$ cat src/rtl/core/rbcb_pkg.sv
// shared types, register codes and colour packing for the clipped bitmap blitter
// no dependencies; imported by rgb_bitmap_clip_blitter and its testbench
package rbcb_pkg;

  localparam int unsigned CfgIdxWidth  = 3;
  localparam int unsigned CfgDataWidth = 11;
  localparam int unsigned CountWidth   = 10;
  localparam int unsigned CoordWidth   = 11;
  localparam int unsigned ScreenWidth  = 12;
  localparam int unsigned OffsetWidth  = 17;

  typedef enum logic [CfgIdxWidth-1:0] {
    CfgImageX      = 3'd0,
    CfgImageY      = 3'd1,
    CfgImageWidth  = 3'd2,
    CfgImageHeight = 3'd3,
    CfgClipX       = 3'd4,
    CfgClipY       = 3'd5,
    CfgClipWidth   = 3'd6,
    CfgClipHeight  = 3'd7
  } cfg_idx_e;

  // first stage word: colour plus screen position
  typedef struct packed {
    logic [23:0]                   rgb;
    logic signed [ScreenWidth-1:0] sx;
    logic signed [ScreenWidth-1:0] sy;
  } stage_t;

  function automatic logic [15:0] to_rgb565(input logic [23:0] c);
    to_rgb565 = {c[23:19], c[15:10], c[7:3]};
  endfunction

endpackage

$ cat src/rtl/core/rgb_bitmap_clip_blitter.sv
// clipped bitmap blitter: rgb888 pixel stream in, rgb565 framebuffer writes out
// depends on rbcb_pkg (register codes, stage word, colour packing)
//
//  channel  | direction | handshake                  | payload
//  ---------+-----------+----------------------------+---------------------------------
//  in       | input     | in_valid_i / in_stall_o    | pixel_rgb_i
//  out      | output    | out_valid_o / out_stall_i  | pixel_offset_o, rgb565_o,
//           |           |                            | off_screen_o
//  cfg      | input     | cfg_we_i (no wait)         | cfg_idx_i, cfg_data_i
//
// one word per clock while out_stall_i is low; a pixel's result is registered in stage 1, then in the output register
// stage 1 holds the screen position, stage 2 does clip test and offset multiply
// reset clears registers, counters and valid flags; payload registers are not reset
// an out stall holds the output register; stage 1 keeps filling until it is also full
module rgb_bitmap_clip_blitter #(
  parameter int DISPLAY_WIDTH  = 480,
  parameter int DISPLAY_HEIGHT = 272,
  parameter int ROTATION       = 0
) (
  input  logic                                 clk_i,
  input  logic                                 rst_ni,
  input  logic                                 cfg_we_i,
  input  logic [rbcb_pkg::CfgIdxWidth-1:0]     cfg_idx_i,
  input  logic [rbcb_pkg::CfgDataWidth-1:0]    cfg_data_i,
  input  logic                                 in_valid_i,
  output logic                                 in_stall_o,
  input  logic [23:0]                          pixel_rgb_i,
  output logic                                 out_valid_o,
  input  logic                                 out_stall_i,
  output logic [rbcb_pkg::OffsetWidth-1:0]     pixel_offset_o,
  output logic [15:0]                          rgb565_o,
  output logic                                 off_screen_o
);
  import rbcb_pkg::*;

  // only the low two bits of the rotation setting matter
  localparam logic [1:0] Rot = 2'(ROTATION % 4);
  // logical screen size after the quarter turn
  localparam int LogW = (Rot == 2'd0 || Rot == 2'd2) ? DISPLAY_WIDTH : DISPLAY_HEIGHT;
  localparam int LogH = (Rot == 2'd0 || Rot == 2'd2) ? DISPLAY_HEIGHT : DISPLAY_WIDTH;
  localparam logic signed [13:0] LogWS = 14'(LogW);
  localparam logic signed [13:0] LogHS = 14'(LogH);
  localparam logic [OffsetWidth-1:0] W17 = OffsetWidth'(DISPLAY_WIDTH);
  localparam logic [OffsetWidth-1:0] H17 = OffsetWidth'(DISPLAY_HEIGHT);
  localparam logic [OffsetWidth-1:0] One17 = OffsetWidth'(1);

  // configuration registers
  logic signed [CoordWidth-1:0] image_x_q, image_y_q, clip_x_q, clip_y_q;
  logic [CountWidth-1:0]        image_w_q, image_h_q, clip_w_q, clip_h_q;

  always_ff @(posedge clk_i or negedge rst_ni) begin
    if (!rst_ni) begin
      image_x_q <= '0;
      image_y_q <= '0;
      image_w_q <= '0;
      image_h_q <= '0;
      clip_x_q  <= '0;
      clip_y_q  <= '0;
      clip_w_q  <= '0;
      clip_h_q  <= '0;
    end else if (cfg_we_i) begin
      unique case (cfg_idx_e'(cfg_idx_i))
        CfgImageX:      image_x_q <= cfg_data_i;
        CfgImageY:      image_y_q <= cfg_data_i;
        CfgImageWidth:  image_w_q <= cfg_data_i[CountWidth-1:0];
        CfgImageHeight: image_h_q <= cfg_data_i[CountWidth-1:0];
        CfgClipX:       clip_x_q  <= cfg_data_i;
        CfgClipY:       clip_y_q  <= cfg_data_i;
        CfgClipWidth:   clip_w_q  <= cfg_data_i[CountWidth-1:0];
        CfgClipHeight:  clip_h_q  <= cfg_data_i[CountWidth-1:0];
        default: ;
      endcase
    end
  end

  // pipeline control: output register moves when empty or taken
  logic   out_valid_q, s1_valid_q;
  logic   advance, s1_load, in_accept;
  stage_t s1_q, s1_d;

  assign advance    = !out_valid_q || !out_stall_i;
  assign s1_load    = !s1_valid_q || advance;
  assign in_stall_o = !s1_load;
  assign in_accept  = in_valid_i && s1_load;

  // empty image: word is swallowed, counters hold
  logic nonempty;
  assign nonempty = (image_w_q != '0) && (image_h_q != '0);

  // column / row counters
  logic [CountWidth-1:0] col_q, col_d, row_q, row_d;
  logic [CountWidth:0]   col_inc, row_inc;

  assign col_inc = {1'b0, col_q} + 1'b1;
  assign row_inc = {1'b0, row_q} + 1'b1;

  always_comb begin
    col_d = col_q;
    row_d = row_q;
    if (in_accept && nonempty) begin
      // a counter past a shrunken size still wraps here
      if (col_inc >= {1'b0, image_w_q}) begin
        col_d = '0;
        if (row_inc >= {1'b0, image_h_q}) begin
          row_d = '0;
        end else begin
          row_d = row_inc[CountWidth-1:0];
        end
      end else begin
        col_d = col_inc[CountWidth-1:0];
      end
    end
  end

  always_ff @(posedge clk_i or negedge rst_ni) begin
    if (!rst_ni) begin
      col_q <= '0;
      row_q <= '0;
    end else begin
      col_q <= col_d;
      row_q <= row_d;
    end
  end

  // stage 1: screen position of the pixel
  always_comb begin
    s1_d.rgb = pixel_rgb_i;
    s1_d.sx  = ScreenWidth'(image_x_q) + $signed({2'b00, col_q});
    s1_d.sy  = ScreenWidth'(image_y_q) + $signed({2'b00, row_q});
  end

  always_ff @(posedge clk_i or negedge rst_ni) begin
    if (!rst_ni) begin
      s1_valid_q <= 1'b0;
    end else if (s1_load) begin
      s1_valid_q <= in_accept && nonempty;
    end
  end

  always_ff @(posedge clk_i) begin
    if (in_accept) begin
      s1_q <= s1_d;
    end
  end

  // stage 2: clip test, display test, rotated offset
  logic signed [ScreenWidth-1:0] clip_x_end, clip_y_end;
  logic signed [13:0]            sx_ext, sy_ext;
  logic                          in_clip, off;
  logic [OffsetWidth-1:0]        ux, uy, offset;

  assign clip_x_end = ScreenWidth'(clip_x_q) + $signed({2'b00, clip_w_q});
  assign clip_y_end = ScreenWidth'(clip_y_q) + $signed({2'b00, clip_h_q});

  assign in_clip = (s1_q.sx >= ScreenWidth'(clip_x_q)) && (s1_q.sx < clip_x_end) &&
                   (s1_q.sy >= ScreenWidth'(clip_y_q)) && (s1_q.sy < clip_y_end);

  assign sx_ext = 14'(s1_q.sx);
  assign sy_ext = 14'(s1_q.sy);
  assign off = s1_q.sx[ScreenWidth-1] || s1_q.sy[ScreenWidth-1] ||
               (sx_ext >= LogWS) || (sy_ext >= LogHS);

  // modulo 2^17 arithmetic matches the masked offset
  assign ux = OffsetWidth'(s1_q.sx[ScreenWidth-2:0]);
  assign uy = OffsetWidth'(s1_q.sy[ScreenWidth-2:0]);

  always_comb begin
    offset = '0;
    if (!off) begin
      unique case (Rot)
        2'd0:    offset = uy * W17 + ux;
        2'd1:    offset = ux * W17 + (W17 - One17 - uy);
        2'd2:    offset = (H17 - One17 - uy) * W17 + (W17 - One17 - ux);
        default: offset = (H17 - One17 - ux) * W17 + uy;
      endcase
    end
  end

  always_ff @(posedge clk_i or negedge rst_ni) begin
    if (!rst_ni) begin
      out_valid_q <= 1'b0;
    end else if (advance) begin
      out_valid_q <= s1_valid_q && in_clip;
    end
  end

  always_ff @(posedge clk_i) begin
    if (advance && s1_valid_q && in_clip) begin
      pixel_offset_o <= offset;
      rgb565_o       <= to_rgb565(s1_q.rgb);
      off_screen_o   <= off;
    end
  end

  assign out_valid_o = out_valid_q;

endmodule

$ cat config.mk
export PLATFORM = sky130hd
export DESIGN_NAME = rgb_bitmap_clip_blitter
export DESIGN_NICKNAME = d
export VERILOG_FILES = /design/src/rtl/core/rbcb_pkg.sv /design/src/rtl/core/rgb_bitmap_clip_blitter.sv
export SDC_FILE = /design/constraint.sdc
export NUM_CORES = 1
export LEC_CHECK = 0
export CAP_MARGIN = 20
export CORE_MARGIN = 1
export CORE_UTILIZATION = 50
export CTS_CLUSTER_SIZE = 14
export DETAILED_ROUTE_END_ITERATION = 8
export DONT_BUFFER_PORTS = 1
export GPL_ROUTABILITY_DRIVEN = 0
export PLACE_DENSITY = 0.7
export SETUP_SLACK_MARGIN = 0.1
export SYNTH_ARGS = -nofsm -noshare
export SYNTH_HDL_FRONTEND = slang
export SYNTH_SLANG_ARGS = --single-unit
$ cat constraint.sdc
create_clock -name clk_i -period 15.2 [get_ports clk_i]
set_clock_uncertainty 0.05 [all_clocks]
set_input_delay 2.28 -clock clk_i [delete_from_list [all_inputs] [get_ports clk_i]]
set_output_delay 2.28 -clock clk_i [all_outputs]
set_load 0.02 [all_outputs]
# == Yosys cells after proc, flatten, opt, wreduce, memory -nomap -nowiden ==
# Index checks and enable logic that the tools add are counted.
# op_classes
n_addsub,7
mul,1
magnitude_cmp,8
eq_ne,7
n_mux,2
n_reduce_logical,30
# ops
operator,n
adder 11 x 11 -> 12 bit,4
"greater-or-equal comparator 12 x 10 -> 1 bit, second input constant",2
greater-or-equal comparator 12 x 11 -> 1 bit,2
< comparator 12 bit,2
"adder 10 x 1 -> 11 bit, second input constant",2
greater-or-equal comparator 11 x 10 -> 1 bit,2
2-to-1 mux 10 bit,2
nonzero test 10 bit,2
AND reduction 2 bit,9
adder 17 x 11 -> 17 bit,1
"equality test 3 bit, second input constant",4
"multiplier 11 x 4 -> 12 bit, second input constant",1
logical AND 1 bit,9
"equality test 3 x 2 -> 1 bit, second input constant",2
logical OR 1 bit,5
logical NOT 1 bit,4
"equality test 3 x 1 -> 1 bit, second input constant",1
logical NOT 3 bit,1
# totals
reg_bits,188
input_bits,43
out_inout_bits,36
wordCells,73

# == Depth between registers and ports, before layout ==
# logic_depth
ltp_word,6
depth_mapped,17
depth_no_buf,17

# == Worst setup path before layout ==
# No wires, ideal clock.
# synth_path
kind,register -> register
start,register clip_x_q[0]
end,"register off_screen_o, enable pin"
setup_ns,0.420
arrival_time_ns,4.698
t_required_ns,14.730
setup_slack_ns,10.032
path_stages_with_launch,18
period_less_slack_ns,5.168
cell_sequence,dfrtp_1 -> ha_1 -> fa_1 -> a21oi_1 -> nor2_1 -> nor2_1 -> o21bai_1 -> a21oi_1 -> o21ai_0 -> xnor2_1 -> ha_1 -> nand3_1 -> o22ai_1 -> o21a_1 -> o21ai_0 -> a32oi_1 -> or4_1 -> nor3b_2
# synth_between
elab_chain_len,6
word_cells_on_any_way,7
# synth_lines
element,line,source
start: declaration,rgb_bitmap_clip_blitter.sv:48,"logic signed [CoordWidth-1:0] image_x_q, image_y_q, clip_x_q, clip_y_q;"
start signal: assignment,rgb_bitmap_clip_blitter.sv:67,CfgClipX: clip_x_q <= cfg_data_i;
adder 11 x 11 -> 12 bit,rgb_bitmap_clip_blitter.sv:152,"assign clip_x_end = ScreenWidth'(clip_x_q) + $signed({2'b00, clip_w_q});"
< comparator 12 bit,rgb_bitmap_clip_blitter.sv:155,assign in_clip = (s1_q.sx >= ScreenWidth'(clip_x_q)) && (s1_q.sx < clip_x_end) &&
logical AND 1 bit * (2 in a row),rgb_bitmap_clip_blitter.sv:155,
logical AND 1 bit *,rgb_bitmap_clip_blitter.sv:156,(s1_q.sy >= ScreenWidth'(clip_y_q)) && (s1_q.sy < clip_y_end);
logical AND 1 bit *,rgb_bitmap_clip_blitter.sv:188,if (advance && s1_valid_q && in_clip) begin
end signal: assignment,rgb_bitmap_clip_blitter.sv:191,off_screen_o <= off;
end: declaration,rgb_bitmap_clip_blitter.sv:32,output logic off_screen_o
# Every way passes the cells marked *; elsewhere a longest branch is shown, timed or not.
# A chain may end at the register's enable or synchronous reset.

# == Worst setup path in the final report ==
# layout_path
start,input port out_stall_i
end,output port in_stall_o
# layout_between
elab_chain_len,4
# layout_lines
element,line,source
start: declaration,rgb_bitmap_clip_blitter.sv:29,"input logic out_stall_i,"
logical NOT 1 bit,rgb_bitmap_clip_blitter.sv:81,assign advance = !out_valid_q || !out_stall_i;
logical OR 1 bit,rgb_bitmap_clip_blitter.sv:81,
logical OR 1 bit,rgb_bitmap_clip_blitter.sv:82,assign s1_load = !s1_valid_q || advance;
logical NOT 1 bit,rgb_bitmap_clip_blitter.sv:83,assign in_stall_o = !s1_load;
end: declaration,rgb_bitmap_clip_blitter.sv:26,"output logic in_stall_o,"
# No other way between the ends.

==> summary.log <==
[setup_path] biggest cell delay along the critical path 0.18 ns
[setup_path] type of destination of the critical path primary output
[sta] unrepaired setup endpoints after global routing false
[synthesis] dominant combinational cell family by area after synthesis adder cells
[clocking] cell at the root of the clock tree sky130_fd_sc_hd__clkbuf_16
[sta] number of pins with negative max-slew slack in the final report 0
[synthesis] Post-Synthesis Cells 1060
[sta] Worst Max-Slew Pin Slew 0.988 ns
[sta] worst slew margin relative to its limit 34.1%
[clocking] number of buffers added to fix hold violations after cts 0
[layout] post-layout net count 1263
[global_route] sum of overflow across all layers after global routing 0
[layout] area added between synthesis and finish 8.04%
[setup_path] CP startpoint kind primary input
[clocking] clk slew on worst S/H paths 0.07 ns
[layout] number of antenna diodes 0
[synthesis] area fraction in and, or, nand and nor cells after synthesis 11.3%
[setup_path] number of gates on the worst path with buffers counted 2
[global_route] largest net degree at the start of global routing 107
[synthesis] share of the yosys chip area belonging to registers 42.9%
[sta] shortest period the worst path allows 4.88 ns
[route] 1st-pass router iterations 7
[synthesis] xor and xnor area share after synthesis 4.24%
[outcome] failing checks design-rule violations
[synthesis] most area-consuming cells after synthesis sky130_fd_sc_hd__dfrtp_1 23%, sky130_fd_sc_hd__edfxtp_1 20%, sky130_fd_sc_hd__ha_1 14%
[synthesis] count of flip-flops with a built-in enable after synthesis 74
[synthesis] Avg Synthesized Cell Area 10.7 µm²
[setup_path] arrival time of the worst setup path 2.55 ns
[synthesis] cell type with the highest aggregate area in the netlist sky130_fd_sc_hd__dfrtp_1
[clocking] CTS sink cnt 180
[global_route] number of antenna violations at the first check in global routing 0
[clocking] number of buffers added for setup after CTS 0
[floorplan] Core ar. 0.0220 mm²
[synthesis] Most used DFF post-synth sky130_fd_sc_hd__dfrtp_1
[route] final routed wirelength across all metal layers 22.7 mm
[sta] max frequency 205 MHz
[outcome] outcome finished with violations
[floorplan] Chip Height 153 µm
[place] count of input and output buffers 0
[route] first-iteration detailed-routing DRC count 498
[route] detailed-route via count 7711
[synthesis] Synth Register Bits 180
[synthesis] async set-reset flop share out of synthesis 58.9%
[setup_path] crit path from out_stall_i
[synthesis] arithmetic-cell share of the synthesized area counting full adders, half adders and majority gates 18.3%
[synthesis] synthesized area 0.0114 mm²
[route] Wirelength per Cell 16.7 µm
[setup_path] critical path's slowest cell sky130_fd_sc_hd__inv_1
[clocking] post_cts resized 0
[setup_path] family with the most delay on the worst path buffers and inverters
[layout] fill cell count 1892
[setup_path] launch instance of the worst register-to-register path clip_x_q[0]
[setup_path] count of buffer and inverter cells on the critical path 1
[setup_path] endpoint of the worst register-to-register path pixel_offset_o[7]
[synthesis] syn_nets 1256
[pwr] PD cells 197 mW/mm²
[setup_path] register-to-register path setup slack 10.40 ns
[clocking] H-tree level count 4
[synthesis] portion of netlist area occupied by mux cells 6.53%
[synthesis] Synth Area in Compound Gates 12.2%
[sta] Final Cycle Share 32.1%
[floorplan] total die area 0.0233 mm²
[pwr] Static Leak 5.48 nW
[flow_run] count of maximum capacitance violations 0
[sta] accumulated negative setup slack 0 ns
[setup_path] cell breakdown of the critical path nand3_1 > inv_1
[setup_path] required arrival time at the worst endpoint 12.87 ns
[setup_path] CP Class in -> out
[sta] number of setup violations in the final report 0
[floorplan] I/O Pins 79
[setup_path] worst-path fanout max 3
[synthesis] fraction of synthesized cell area taken by the top area cell type 23.4%
[global_route] first-pass GRT wire length 38.6 mm
[pwr] largest vdd supply drop 0.123 mV
[place] detailed placer's ending HPWL 16.8 mm
[layout] fraction of final layout cells sized beyond drive strength 1 10.4%
[floorplan] floorplan die width 153 µm
[floorplan] Cell Rows 54
[hold_path] worst min path class reg -> reg
[sta] final worst hold slack 0.372 ns
[synthesis] post-synth cell types 57
[global_route] Total Routing Usage GR 20.9%
[clocking] TritonCTS clock tree yes
[sta] number of hold violations in the final report 0
[setup_path] number of cell instances on the worst register-to-register path 18
[route] average via count per standard cell 5.67
[global_route] vias in the first global route 7781
[clocking] Max Root-Sink Buffers 2
[setup_path] crit path to in_stall_o
[floorplan] effective utilization at floorplan 51.6%
[synthesis] yosys warns 0
[clocking] Worst-Skew Late Latency 0.44 ns
[clocking] TritonCTS buffer count 17
[route] DR DRC count 10
[route] antenna-violating nets left 0
[through the flow]
stage | power (W) | worst slack (ns) | instance area, µm² | instances | util (%)
floorplan | 0.00173 | 10.03 | 11400 | 1060 | -
global placement | 0.00194 | 10.18 | 11700 | 1328 | 53.1
detailed placement | 0.00198 | 10.13 | 11700 | 1328 | 53.1
CTS | 0.00243 | 10.31 | 12300 | 1360 | 55.7
global route | 0.00265 | 10.03 | 12300 | 1360 | 55.7
finish | 0.00241 | 10.32 | 12300 | 1360 | 55.7
[layout make-up]
class / instances / area [µm²] / share of cell area [%]
Tap cell: 280 / 350 / 2.85
Clock buffer: 18 / 439 / 3.58
Sequential cell: 180 / 4870 / 39.7
Multi-Input combinational cell: 746 / 5990 / 48.8
Clock inverter: 14 / 135 / 1.10
Inverter: 116 / 435 / 3.55
Timing Repair Buffer: 6 / 45.0 / 0.367
[worst min-delay path by stage]
stage | from | cells after the start | endpoint | slack (ns)
after global placement | s1_q[44] | 0 | rgb565_o[12] | 0.35
after CTS | s1_q[37] | 0 | rgb565_o[8] | 0.37
final | s1_q[34] | 0 | rgb565_o[5] | 0.37
after floorplan | s1_q[27] | 0 | rgb565_o[0] | 0.35
after detailed placement | s1_q[47] | 0 | rgb565_o[15] | 0.36
after global routing | s1_q[29] | 0 | rgb565_o[2] | 0.38
[power by group]
group	switching [W]	internal (W)	leakage [nW]	total, W
registers	0.0000954	0.000611	2.00	0.000707
logic	0.000683	0.000585	3.19	0.00127
clock network	0.000204	0.000236	0.291	0.000439
total	0.000982	0.00143	5.48	0.00241
[flip-flops by register name, summed over array words and instances (netlist names), 10 cells and up]
| name | count |
|---|---|
| clip_x_q | 11 |
| clip_h_q | 10 |
| image_x_q | 11 |
| image_h_q | 10 |
| row_q | 10 |
| clip_w_q | 10 |
| s1_q | 40 |
| image_y_q | 11 |
| col_q | 10 |
| image_w_q | 10 |
| rgb565_o | 16 |
| pixel_offset_o | 17 |
| clip_y_q | 11 |
[per-layer routing]
metal | vias up | global-route usage [%] | part of all wire [%]
li1 | 3825 | - | -
met1 | 3684 | 27.6 | 47
met2 | 165 | 35.2 | 48
met3 | 37 | 3.27 | 3.8
met4 | 0 | 6.59 | 2.0
met5 | - | 0 | 0
[synthesized netlist by cell type (5+ instances only)]
master,n
sky130_fd_sc_hd__a22o_1,9
sky130_fd_sc_hd__dfrtp_1,106
sky130_fd_sc_hd__inv_1,116
sky130_fd_sc_hd__nand4_1,12
sky130_fd_sc_hd__or3_1,5
sky130_fd_sc_hd__o211ai_1,11
sky130_fd_sc_hd__a211oi_1,5
sky130_fd_sc_hd__nand2_1,69
sky130_fd_sc_hd__mux2_2,65
sky130_fd_sc_hd__xor2_1,19
sky130_fd_sc_hd__or4_1,6
sky130_fd_sc_hd__nor2_1,49
sky130_fd_sc_hd__edfxtp_1,74
sky130_fd_sc_hd__ha_1,131
sky130_fd_sc_hd__nor2b_1,12
sky130_fd_sc_hd__o21ai_0,67
sky130_fd_sc_hd__nor4_1,12
sky130_fd_sc_hd__and3_1,8
sky130_fd_sc_hd__a21o_1,27
sky130_fd_sc_hd__o21a_1,9
sky130_fd_sc_hd__nor3_1,19
sky130_fd_sc_hd__nand3_1,27
sky130_fd_sc_hd__clkbuf_1,15
sky130_fd_sc_hd__fa_1,22
sky130_fd_sc_hd__a21oi_1,51
sky130_fd_sc_hd__nand2b_1,18
sky130_fd_sc_hd__xnor2_1,36
[cells in the final DEF, fill, tap and decap left out, types with 11 or more instances in the layout]
master	n
sky130_fd_sc_hd__dfrtp_1	106
sky130_fd_sc_hd__edfxtp_1	74
sky130_fd_sc_hd__clkbuf_16	17
sky130_fd_sc_hd__nand3_1	27
sky130_fd_sc_hd__inv_1	116
sky130_fd_sc_hd__fa_1	22
sky130_fd_sc_hd__nor2b_1	12
sky130_fd_sc_hd__o211ai_1	11
sky130_fd_sc_hd__nand2_1	69
sky130_fd_sc_hd__xor2_1	19
sky130_fd_sc_hd__xnor2_1	36
sky130_fd_sc_hd__mux2_2	65
sky130_fd_sc_hd__nor4_1	12
sky130_fd_sc_hd__a21oi_1	51
sky130_fd_sc_hd__a21o_1	27
sky130_fd_sc_hd__nor2_1	49
sky130_fd_sc_hd__o21ai_0	67
sky130_fd_sc_hd__nand4_1	12
sky130_fd_sc_hd__ha_1	131
sky130_fd_sc_hd__nand2b_1	18
sky130_fd_sc_hd__nor3_1	18
[cell families after synthesis]
family	Yosys count
AO/OA/AOI/OAI	217
flip-flops	180
XOR/XNOR	55
multiplexers	66
adder cells (fa/ha/maj)	153
AND/OR/NAND/NOR	255
buffers and inverters	134
Note: power is estimated with default switching activity, not from simulation.
